--- config.mk ---
export PLATFORM = sky130hd
export DESIGN_NAME = gf256_arithmetic_unit_core
export DESIGN_NICKNAME = d
export VERILOG_FILES = /design/src/sv/gfau_pkg.sv /design/src/sv/gfau_entry.sv /design/src/sv/gfau_cell.sv /design/src/sv/gf256_arithmetic_unit_core.sv
export SDC_FILE = /design/constraint.sdc
export NUM_CORES = 1
export LEC_CHECK = 0
export BUFFER_PORTS_ARGS = -buffer_cell sky130_fd_sc_hd__clkbuf_2
export CAP_MARGIN = 20
export CORE_MARGIN = 2
export CORE_UTILIZATION = 45
export DETAILED_ROUTE_END_ITERATION = 8
export SLEW_MARGIN = 20
export SYNTH_ARGS = -nofsm -noshare
export SYNTH_HDL_FRONTEND = slang
export SYNTH_SLANG_ARGS = --single-unit
--- constraint.sdc ---
create_clock -name clock -period 3.9 [get_ports clock]
set_input_delay 0.195 -clock clock [delete_from_list [all_inputs] [get_ports clock]]
set_output_delay 0.195 -clock clock [all_outputs]
set_load 0.02 [all_outputs]
--- src/sv/gfau_pkg.sv ---
`timescale 1ns / 1ps
`default_nettype none
// ----------------------------------------------------------------------------
// gfau_pkg
// Types, operation codes and GF(2^8) helper functions (polynomial 0x11B).
// ----------------------------------------------------------------------------
package gfau_pkg;

   localparam logic [1:0] FUNC_ADD   = 2'd0;
   localparam logic [1:0] FUNC_XTIME = 2'd1;
   localparam logic [1:0] FUNC_MUL   = 2'd2;
   localparam logic [1:0] FUNC_DIV   = 2'd3;

   localparam int unsigned GF_BITS   = 8;
   localparam logic [7:0]  GF_REDUCE = 8'h1B;

   // Six square-and-multiply cells build b^127, the last cell forms a * (b^127)^2.
   localparam int unsigned NUM_CELLS = GF_BITS - 1;

   typedef struct packed {
      logic       valid;
      logic [1:0] func;
      logic [7:0] operand_a;
      logic [7:0] operand_b;
      logic [7:0] acc;
      logic [7:0] imm;
   } stage_type;

   function automatic logic [7:0] gf_xtime(input logic [7:0] v);
      logic [7:0] r;
      r = {v[6:0], 1'b0};
      if (v[7]) begin
         r = r ^ GF_REDUCE;
      end
      return r;
   endfunction

   function automatic logic [7:0] gf_mul(input logic [7:0] a, input logic [7:0] b);
      logic [7:0] acc;
      logic [7:0] term;
      acc  = 8'h00;
      term = a;
      for (int k = 0; k < GF_BITS; k++) begin
         if (b[k]) begin
            acc = acc ^ term;
         end
         term = gf_xtime(term);
      end
      return acc;
   endfunction

endpackage
`default_nettype wire

--- src/sv/gfau_entry.sv ---
`timescale 1ns / 1ps
`default_nettype none
// ----------------------------------------------------------------------------
// gfau_entry
// Front of the cell chain: forms the one-step results and seeds the chain.
// ----------------------------------------------------------------------------
module gfau_entry
   import gfau_pkg::*;
(
   input  wire logic       accept,
   input  wire logic [1:0] func,
   input  wire logic [7:0] operand_a,
   input  wire logic [7:0] operand_b,
   output stage_type       stage_out
);

   logic [7:0] imm;

   always_comb begin
      unique case (func) inside
         FUNC_ADD:           imm = operand_a ^ operand_b;
         FUNC_XTIME:         imm = gf_xtime(operand_a);
         FUNC_MUL, FUNC_DIV: imm = gf_mul(operand_a, operand_b);
      endcase
   end

   // Seed the accumulator with the divisor itself.
   assign stage_out.valid     = accept;
   assign stage_out.func      = func;
   assign stage_out.operand_a = operand_a;
   assign stage_out.operand_b = operand_b;
   assign stage_out.acc       = operand_b;
   assign stage_out.imm       = imm;

endmodule
`default_nettype wire

--- src/sv/gfau_cell.sv ---
`timescale 1ns / 1ps
`default_nettype none
// ----------------------------------------------------------------------------
// gfau_cell
// One square-and-multiply cell: acc <= acc^2 * mult, rest of the item advances.
// ----------------------------------------------------------------------------
module gfau_cell
   import gfau_pkg::*;
(
   input  wire logic       clock,
   input  wire logic       reset,
   input  wire stage_type  stage_in,
   input  wire logic [7:0] mult_in,
   output stage_type       stage_out
);

   stage_type  stage_ff;
   stage_type  stage_next_in;
   logic [7:0] square;

   always_comb begin
      square             = gf_mul(stage_in.acc, stage_in.acc);
      stage_next_in      = stage_in;
      stage_next_in.acc  = gf_mul(square, mult_in);
   end

   always_ff @(posedge clock) begin
      if (reset) begin
         stage_ff <= '0;
      end else begin
         stage_ff <= stage_next_in;
      end
   end

   assign stage_out = stage_ff;

endmodule
`default_nettype wire

--- src/sv/gf256_arithmetic_unit_core.sv ---
`timescale 1ns / 1ps
`default_nettype none
// ----------------------------------------------------------------------------
// gf256_arithmetic_unit_core
// GF(2^8) add, multiply by x, multiply and divide over a chain of cells.
// ----------------------------------------------------------------------------
//  channel   ports                                         flow
//  request   start, busy, req_func, req_operand_a/b        in, start && !busy
//  response  rsp_valid, rsp_field_result                   out, one-cycle strobe
//
//  One transfer per cycle; busy stays low.
//  Every operation passes through the seven square-and-multiply cells that the
//  divide runs through (b^254 then times a).
//  Reset clears the valid bits of the chain; items in flight are dropped.
//  The receiver cannot stall, so the chain advances every cycle.
// ----------------------------------------------------------------------------
module gf256_arithmetic_unit_core
   import gfau_pkg::*;
(
   input  wire logic       clock,
   input  wire logic       reset,
   input  wire logic       start,
   output logic            busy,
   input  wire logic [1:0] req_func,
   input  wire logic [7:0] req_operand_a,
   input  wire logic [7:0] req_operand_b,
   output logic            rsp_valid,
   output logic [7:0]      rsp_field_result
);

   stage_type  chain [NUM_CELLS+1];
   logic [7:0] mult  [NUM_CELLS];

   assign busy = 1'b0;

   gfau_entry u_entry (
      .accept    (start && !busy),
      .func      (req_func),
      .operand_a (req_operand_a),
      .operand_b (req_operand_b),
      .stage_out (chain[0])
   );

   for (genvar k = 0; k < NUM_CELLS; k++) begin : g_cell
      // The last cell multiplies by the dividend, the others by the divisor.
      if (k == NUM_CELLS - 1) begin : g_last
         assign mult[k] = chain[k].operand_a;
      end else begin : g_mid
         assign mult[k] = chain[k].operand_b;
      end

      gfau_cell u_cell (
         .clock     (clock),
         .reset     (reset),
         .stage_in  (chain[k]),
         .mult_in   (mult[k]),
         .stage_out (chain[k+1])
      );
   end

   assign rsp_valid        = chain[NUM_CELLS].valid;
   assign rsp_field_result = (chain[NUM_CELLS].func == FUNC_DIV) ? chain[NUM_CELLS].acc
                                                                 : chain[NUM_CELLS].imm;

   a_latency: assert property (@(posedge clock) disable iff (reset)
      (start && !busy) |-> ##7 rsp_valid)
      else $error("request transfer without response after seven cycles");

   a_add: assert property (@(posedge clock) disable iff (reset)
      (rsp_valid && chain[NUM_CELLS].func == FUNC_ADD) |->
         (rsp_field_result == (chain[NUM_CELLS].operand_a ^ chain[NUM_CELLS].operand_b)))
      else $error("add result is not the xor of the operands");

   a_div_zero: assert property (@(posedge clock) disable iff (reset)
      (rsp_valid && chain[NUM_CELLS].func == FUNC_DIV && chain[NUM_CELLS].operand_b == 8'h00)
         |-> (rsp_field_result == 8'h00))
      else $error("divide by zero does not give zero");

   a_div_one: assert property (@(posedge clock) disable iff (reset)
      (rsp_valid && chain[NUM_CELLS].func == FUNC_DIV && chain[NUM_CELLS].operand_b == 8'h01)
         |-> (rsp_field_result == chain[NUM_CELLS].operand_a))
      else $error("divide by one does not return the dividend");

endmodule
`default_nettype wire

==> results.cfg, run 1 <==
[floorplan]
core_um2 = 43100
num_rows = 76
die_w_um = 213
die_area_um2 = 45200
start_util = 0.455
ioPinCount = 31
die_h_um = 213

[status]
status = complete, no violations

[global_route]
antenna_found_initial = 0
track_usage = 0.187
grt_max_degree = 122
overflow = 0
grt_pass1_wl_um = 70100
grt_pass1_vias = 13900

[critical_path]
cp_common_cell = xor3_2
cp_top_family = XOR/XNOR gates
crit_chain = ha_1 -> buf_4 -> xnor3_1 -> nand2_1 -> xnor2_2 -> xnor3_2 -> xor3_2 -> nand2_2 -> xor3_2 -> xor3_1 -> or4b_1 -> o21ai_1
timing.rr.start = g_cell[5].u_cell.stage_out[8]$_SDFF_PP0_
crit_slowest_cell = or4b_1
cp-start-kind = flip-flop
critPathMaxStageDelay_ps = 450
path_buf_inv = 1
cp.arrival_ps = 4140
crit_start = g_cell[5].u_cell.stage_out[8]$_SDFF_PP0_
critical_path_class = reg -> reg
path_max_fanout = 6
required_ps = 4360
endpoint_kind = flip-flop

[drt]
wire_per_inst_um = 14.5
drc_errors = 0
vias = 14400
dr.pass1.iters = 5
wl_um = 41900
postRouteAntennaNets = 0
drt_iter0_drc = 1049
vias_per_cell = 4.99

[clocking]
cts_tree = done
clk_pin_slew_worst_paths_ps = 70
cts_root_buf = clkbuf_16
cts_max_level = 1
cts_sinks = 221
cts_made_buffers = 25
clockBufferDepth = 3
clock_latency_ps = 540

[logic_synthesis]
synth_top_area_frac = 0.226
yosysTopAreaCell = dfxtp_1
synthMostInstantiatedCell = xnor2_1
synth_compound_area_frac = 0.0691
synth_top_family_by_area = XOR/XNOR gates
synth_xor_area_frac = 0.424
synth_area_um2 = 19600
synthAdderAreaFrac = 0.00511
synth_ff_type = dfxtp_1
synthArstFlopShare = 0
ys_seq_elements = 221
ys_top_cells_by_area = dfxtp_1 (23%), xnor2_1 (20%), xnor3_1 (11%)
yosys.cell_types.count = 68
synth_cells = 2305
muxShareOfSynthArea = 0.0422
synth_edf_count = 0
yosys-top-cells-count = xnor2_1 (444), nand2_1 (426), dfxtp_1 (221), xor2_1 (183), nor2b_1 (179)
synth_nets = 2334
yosysWarnings = 0
seq_area_frac_synth = 0.226
syn_avg_cell_area_um2 = 8.50
synthSimpleGateAreaFrac = 0.193

[placement]
port_buffers = 29
dpl.hpwl_um = 29800
pre_cts_ws_ps = 137
gp_congestion = 0.890
place_area_um2 = 20500

[layout]
largest_register_ffs = 221
antennaDiodeCount = 0
final_nets = 2317
fill_cells = 4041
area_delta_synth_final_pct = 9.31
design_area_um2 = 21400
drive_gt1_frac = 0.0889

[timing]
period_share = 0.943
finalCriticalPeriod_ps = 3680
fmax_ghz = 0.272
rsz0062_at_grt = no
drv_slew = 0
skew_ps = 15.7
hold_violations = 0
worst_pin_slew_ps = 1000
relSlewSlack = 0.327
fin_tns_setup_ps = 0
finalSetupViolations = 0
setup_slack_ps = 224

[worst_hold_path]
hp-class = in -> reg
min_from = req_operand_a[2]

[flow_run]
cap_violations = 0
## routing by layer
layer | vias up | track usage | share of wire
met5 | - | 0 | 0
met4 | 0 | 0.0451 | 0.017
met3 | 58 | 0.0252 | 0.042
met2 | 255 | 0.317 | 0.47
met1 | 6787 | 0.253 | 0.47
li1 | 7325 | - | -
## metrics by stage
step / cells / hold WS [ps] / util
6_report: 2890 / 38.0 / 0.497
2_1_floorplan: 2305 / 323 / -
5_1_grt: 2890 / 25.1 / 0.497
3_3_place_gp: 2840 / 415 / 0.475
4_1_cts: 2886 / 9.30 / 0.496
3_5_place_dp: 2840 / 420 / 0.475
## cell usage in the layout (no fill, tap or decap), drive strengths merged, types with 59 or more instances in the layout
master / Yosys / layout
xnor2: 451 / 451
nand2: 427 / 427
dfxtp: 221 / 221
xor2: 188 / 188
nor2b: 179 / 179
nor2: 162 / 162
xnor3: 100 / 100
buf: 45 / 84
clkbuf: 113 / 60
mux2i: 59 / 59
## repair_timing
action,CTS,global route
hold buffers,2,0
endpoints found under the hold margin,2,0
setup endpoints to repair,0,7
gates resized for setup,0,7
setup buffers,0,4
## path summary, 6_finish.rpt
check / endpoint / slack [ps] / depth (start not counted)
max reg2reg: g_cell[6].u_cell.stage_out[12]$_SDFF_PP0_ / 220 / 12
min: g_cell[0].u_cell.stage_out[26]$_SDFF_PP0_ / 40 / 2
max: g_cell[6].u_cell.stage_out[12]$_SDFF_PP0_ / 220 / 12
min reg2reg: g_cell[4].u_cell.stage_out[32]$_SDFF_PP0_ / 430 / 1
## final cells by class
type	count	area, um^2	share of cell area
inverter	43	161	0.00753
sequential	221	4430	0.207
timing repair buffer	114	807	0.0377
tap	585	732	0.0342
multi-input combinational	1883	14400	0.672
clock inverter	12	180	0.00841
clock buffer	32	712	0.0332
## worst reg2reg max path: stages, from the launching register on
cell     delay, ps
dfxtp_2        360
ha_1           370
buf_4          170
xnor3_1        380
nand2_1        130
xnor2_2        200
xnor3_2        410
xor3_2         250
nand2_2         70
xor3_2         410
xor3_1         320
or4b_1         450
o21ai_1         90
## logic make-up after synthesis
group | after synthesis
buffers and inverters | 201
muxes | 80
xor gates and xnor gates | 754
other | 1
and+or+nand+nor | 839
adders and majority gates | 8
AOI/OAI and AO/OA | 201
DFF | 221
Power of run 1 is left out: the tool's default activity adds up to more than one toggle a clock period on the data nets, which glitch-free logic cannot reach.
==> inputs of run 2 (changes only) <==
Settings changed: CORE_ASPECT_RATIO from default to 1.75, SYNTH_HIERARCHICAL from default to 1.
==> run 2 against run 1 <==
- core utilization is 1.8 points lower
- fmax is 1.7% lower
- highest routed layer unchanged
- largest cell class unchanged
- first-iteration DRC count is 31% lower
==> results.cfg, run 2 <==
[critical_path]
cp-start-kind = flip-flop
required_ps = 4290
crit_chain = xor2_1 -> a31oi_1 -> nand3_1 -> a211oi_1 -> xnor3_1 -> xnor2_2 -> xor2_1 -> nand2_1 -> xnor2_1 -> xnor2_1 -> nor2_1
cp_top_family = XOR/XNOR gates
endpoint_kind = flip-flop
cp_num_cells = 11
timing.rr.start = g_cell[1].u_cell/stage_out[10]$_SDFF_PP0_
reg2reg_depth = 11
critical_path_class = reg -> reg
reg2reg_to = g_cell[2].u_cell/stage_out[12]$_SDFF_PP0_
r2r_slack_ps = 160
cp.arrival_ps = 4130
crit_slowest_cell = dfxtp_1
path_buf_inv = 0
critPathMaxStageDelay_ps = 720
path_max_fanout = 18

[worst_hold_path]
holdPathStages = 2
min_to = g_cell[0].u_cell/stage_out[25]$_SDFF_PP0_
min_from = req_operand_a[1]
hp-class = in -> reg

[timing]
skew_ps = 11.4
fmax_ghz = 0.268
rsz0062_at_grt = no
relSlewSlack = 0.391
worst_pin_slew_ps = 913
drv_slew = 0
hold_violations = 0
period_share = 0.958
fin_tns_setup_ps = 0
whs_ps = 52.0
finalCriticalPeriod_ps = 3740
finalSetupViolations = 0

[clocking]
cts_made_buffers = 24
clk_pin_slew_worst_paths_ps = 60
clock_latency_ps = 540
cts_root_buf = clkbuf_16
cts_setup_buffers = 0
clockBufferDepth = 3
cts_max_level = 1
cts_sinks = 221
cts_tree = done

[drt]
dr.pass1.iters = 5
wire_per_inst_um = 16.3
postRouteAntennaNets = 0
vias_per_cell = 5.16
vias = 16700
drc_errors = 0
drt_iter0_drc = 725
wl_um = 52600

[floorplan]
ioPinCount = 31
num_rows = 109
start_util = 0.453
die_h_um = 301
die_area_um2 = 52400
core_um2 = 50200
die_w_um = 174

[layout]
fill_cells = 4875
instances_no_fill = 3236
area_delta_synth_final_pct = 5.78
antennaDiodeCount = 0
drive_gt1_frac = 0.101
final_cell_mix = xnor2_1 (491), nand2_1 (490), dfxtp_1 (218)
layout_commonest_cell = xnor2_1
largest_register_ffs = 221
final_nets = 2583

[global_route]
track_usage = 0.198
antenna_found_initial = 0
grt_max_degree = 124
grt_pass1_vias = 16700
overflow = 0
grt_pass1_wl_um = 85100

[placement]
port_buffers = 29
dp_cells = 3192
gp_congestion = 0.919
dpl.hpwl_um = 40300

[logic_synthesis]
synth_cells = 2623
synth_area_um2 = 22700
yosysWarnings = 6
syn_avg_cell_area_um2 = 8.67
synth_nets = 2652

[status]
status = complete, no violations

[flow_run]
cap_violations = 0
[run 2: final cells by class]
| cell class | count | area, um^2 | share of cell area |
|---|---|---|---|
| Tap cell | 666 | 833 | 0.0346 |
| Clock buffer | 30 | 643 | 0.0267 |
| Clock inverter | 12 | 184 | 0.00765 |
| Multi-Input combinational cell | 2164 | 17100 | 0.709 |
| Timing Repair Buffer | 113 | 787 | 0.0327 |
| Sequential cell | 221 | 4430 | 0.184 |
| Inverter | 30 | 113 | 0.00468 |
[run 2: metal layers]
metal,wire (um),share of wire,track usage,up-vias
li1,-,-,-,8340
met1,18200,0.35,0.186,7935
met2,30800,0.59,0.424,307
met3,1470,0.028,0.0184,124
met4,2100,0.040,0.0784,0
met5,0,0,0,-
[run 2: per-stage QoR]
step                      setup slack [ps]  instance area (um^2)   util
after floorplan                        853                 22700      -
after global placement                 142                 23200  0.462
after detailed placement               115                 23200  0.462
after CTS                             89.1                 24000  0.479
after global routing                  12.7                 24100  0.479
final                                  162                 24100  0.479
[run 2: what timing repair did]
item | 4_1_cts | 5_1_grt
resized for setup | 0 | 4
hold buffers | 2 | 0
setup endpoints to repair | 0 | 5
hold endpoints to repair | 2 | 0
[run 2: worst max path at each step]
stage | startpoint | to | slack (ps)
after floorplan | g_cell[4].u_cell/stage_out[15]$_SDFF_PP0_ | g_cell[5].u_cell/stage_out[11]$_SDFF_PP0_ | 850
after global placement | g_cell[3].u_cell/stage_out[13]$_SDFF_PP0_ | g_cell[4].u_cell/stage_out[12]$_SDFF_PP0_ | 140
after detailed placement | g_cell[3].u_cell/stage_out[13]$_SDFF_PP0_ | g_cell[4].u_cell/stage_out[12]$_SDFF_PP0_ | 120
after CTS | g_cell[3].u_cell/stage_out[13]$_SDFF_PP0_ | g_cell[4].u_cell/stage_out[12]$_SDFF_PP0_ | 90
after global routing | g_cell[3].u_cell/stage_out[8]$_SDFF_PP0_ | g_cell[4].u_cell/stage_out[12]$_SDFF_PP0_ | 10
final | g_cell[1].u_cell/stage_out[10]$_SDFF_PP0_ | g_cell[2].u_cell/stage_out[12]$_SDFF_PP0_ | 160
Power of run 2 is left out for the same reason.
==> inputs of run 3 (changes only) <==
Settings changed: CELL_PAD_IN_SITES_DETAIL_PLACEMENT from default to 0, CELL_PAD_IN_SITES_GLOBAL_PLACEMENT from default to 1, CORE_MARGIN 2 to 10, PLACE_DENSITY_LB_ADDON from default to 0.1.
==> run 3 against run 2 <==
- cell count hardly changed
- hold slack better by 12 ps
- count of clock-buffer cells in the layout is 1 lower
- flip-flop and latch count stayed put
- largest cell class unchanged
- die area is 15% higher
- wire length hardly changed
- fmax is 3.1% higher
- worst setup slack better by 110 ps
==> results.cfg, run 3 (same netlist as run 2, synthesis figures left out) <==
[status]
status = complete, no violations

[clocking]
cts_root_buf = clkbuf_16
cts_max_level = 1
clock_latency_ps = 540
clockBufferDepth = 3
cts_tree = done
clk_pin_slew_worst_paths_ps = 60
cts_sinks = 221
cts_made_buffers = 23

[timing]
fmax_ghz = 0.276
worst_pin_slew_ps = 897
relSlewSlack = 0.397
fin_tns_setup_ps = 0
skew_ps = 22.2
hold_violations = 0
finalSetupViolations = 0
setup_slack_ps = 274
rsz0062_at_grt = no
finalCriticalPeriod_ps = 3630
drv_slew = 0
period_share = 0.930

[layout]
instances_no_fill = 3233
final_nets = 2580
largest_register_ffs = 221
final_cell_mix = xnor2_1 (491), nand2_1 (490), dfxtp_1 (216)
area_delta_synth_final_pct = 5.39
layout_commonest_cell = xnor2_1
fill_cells = 4930
drive_gt1_frac = 0.102
antennaDiodeCount = 0

[floorplan]
die_area_um2 = 60300
num_rows = 109
core_um2 = 50300
die_h_um = 317
ioPinCount = 31
start_util = 0.452
die_w_um = 190

[drt]
dr.pass1.iters = 5
wl_um = 52600
vias_per_cell = 5.09
vias = 16500
drc_errors = 0
wire_per_inst_um = 16.3
postRouteAntennaNets = 0
drt_iter0_drc = 664

[critical_path]
cp-start-kind = flip-flop
cp_common_cell = xnor2_1
endpoint_kind = flip-flop
required_ps = 4280
path_buf_inv = 0
path_max_fanout = 7
crit_slowest_cell = xnor3_1
crit_chain = ha_1 -> xor3_1 -> nand3_1 -> o21ai_0 -> a22oi_1 -> xnor3_1 -> xnor2_2 -> xor2_1 -> nand2_1 -> xnor2_1 -> xnor2_1 -> nor2_1
critPathMaxStageDelay_ps = 590
critical_path_class = reg -> reg
cp_top_family = XOR/XNOR gates
cp.arrival_ps = 4010
r2r_slack_ps = 270

[global_route]
grt_max_degree = 111
grt_pass1_vias = 16600
met1_usage = 0.178
track_usage = 0.173
overflow = 0
grt_pass1_wl_um = 86700
antenna_found_initial = 0
met3_usage = 0.0151
gr-usage-met2 = 0.355
grt-busiest-layer = met2

[placement]
dp_cells = 3191
port_buffers = 29
gp_congestion = 0.824
dpl.hpwl_um = 39700
pre_cts_ws_ps = 183

[flow_run]
cap_violations = 0

[worst_hold_path]
hp-class = in -> reg
==> run 3: changes by cell type in the layout (fill, tap and decap cells not counted), sizes merged <==
cell / change
clkbuf: -1
dlygate4sd3: -1
clkinvlp: +1
buf: -1
clkinv: +2
bufinv: -3
==> run 3: cell type report <==
type	instances	area, um^2	area share
clock buffers	29	638	0.0266
inverters	30	113	0.00470
multi-input cells	2164	17100	0.712
clock inverters	12	101	0.00423
flip-flops and latches	221	4430	0.185
repair buffers	111	782	0.0326
well taps	666	833	0.0348
==> run 3: per-layer routing <==
metal  vias to the layer above  part of all wire
li1                       8345                 -
met5                         -                 0
met4                         0             0.023
met2                       168              0.57
met1                      7878              0.38
met3                        62             0.019
==> run 3: worst paths after layout <==
check,end,cells after the start,from
setup / recovery,g_cell[1].u_cell/stage_out[12]$_SDFF_PP0_,12,g_cell[0].u_cell/stage_out[8]$_SDFF_PP0_
hold / removal,g_cell[0].u_cell/stage_out[24]$_SDFF_PP0_,2,req_operand_a[0]
setup reg to reg,g_cell[1].u_cell/stage_out[12]$_SDFF_PP0_,12,g_cell[0].u_cell/stage_out[8]$_SDFF_PP0_
hold reg to reg,g_cell[1].u_cell/stage_out[32]$_SDFF_PP0_,1,g_cell[0].u_cell/stage_out[32]$_SDFF_PP0_
==> run 3: stage by stage <==
step,utilization,instance area [um^2],hold slack (ps)
2_1_floorplan,-,22700,267
3_3_place_gp,0.461,23200,415
3_5_place_dp,0.461,23200,420
4_1_cts,0.476,24000,50.5
5_1_grt,0.476,24000,64.9
6_report,0.476,24000,64.1
==> run 3: timing repair <==
action	4_1_cts	5_1_grt
hold buffers	1	0
setup endpoints to repair	0	10
endpoints found under the hold margin	1	0
buffers inserted	0	0
resized for setup	0	7
Power of run 3 is left out for the same reason.
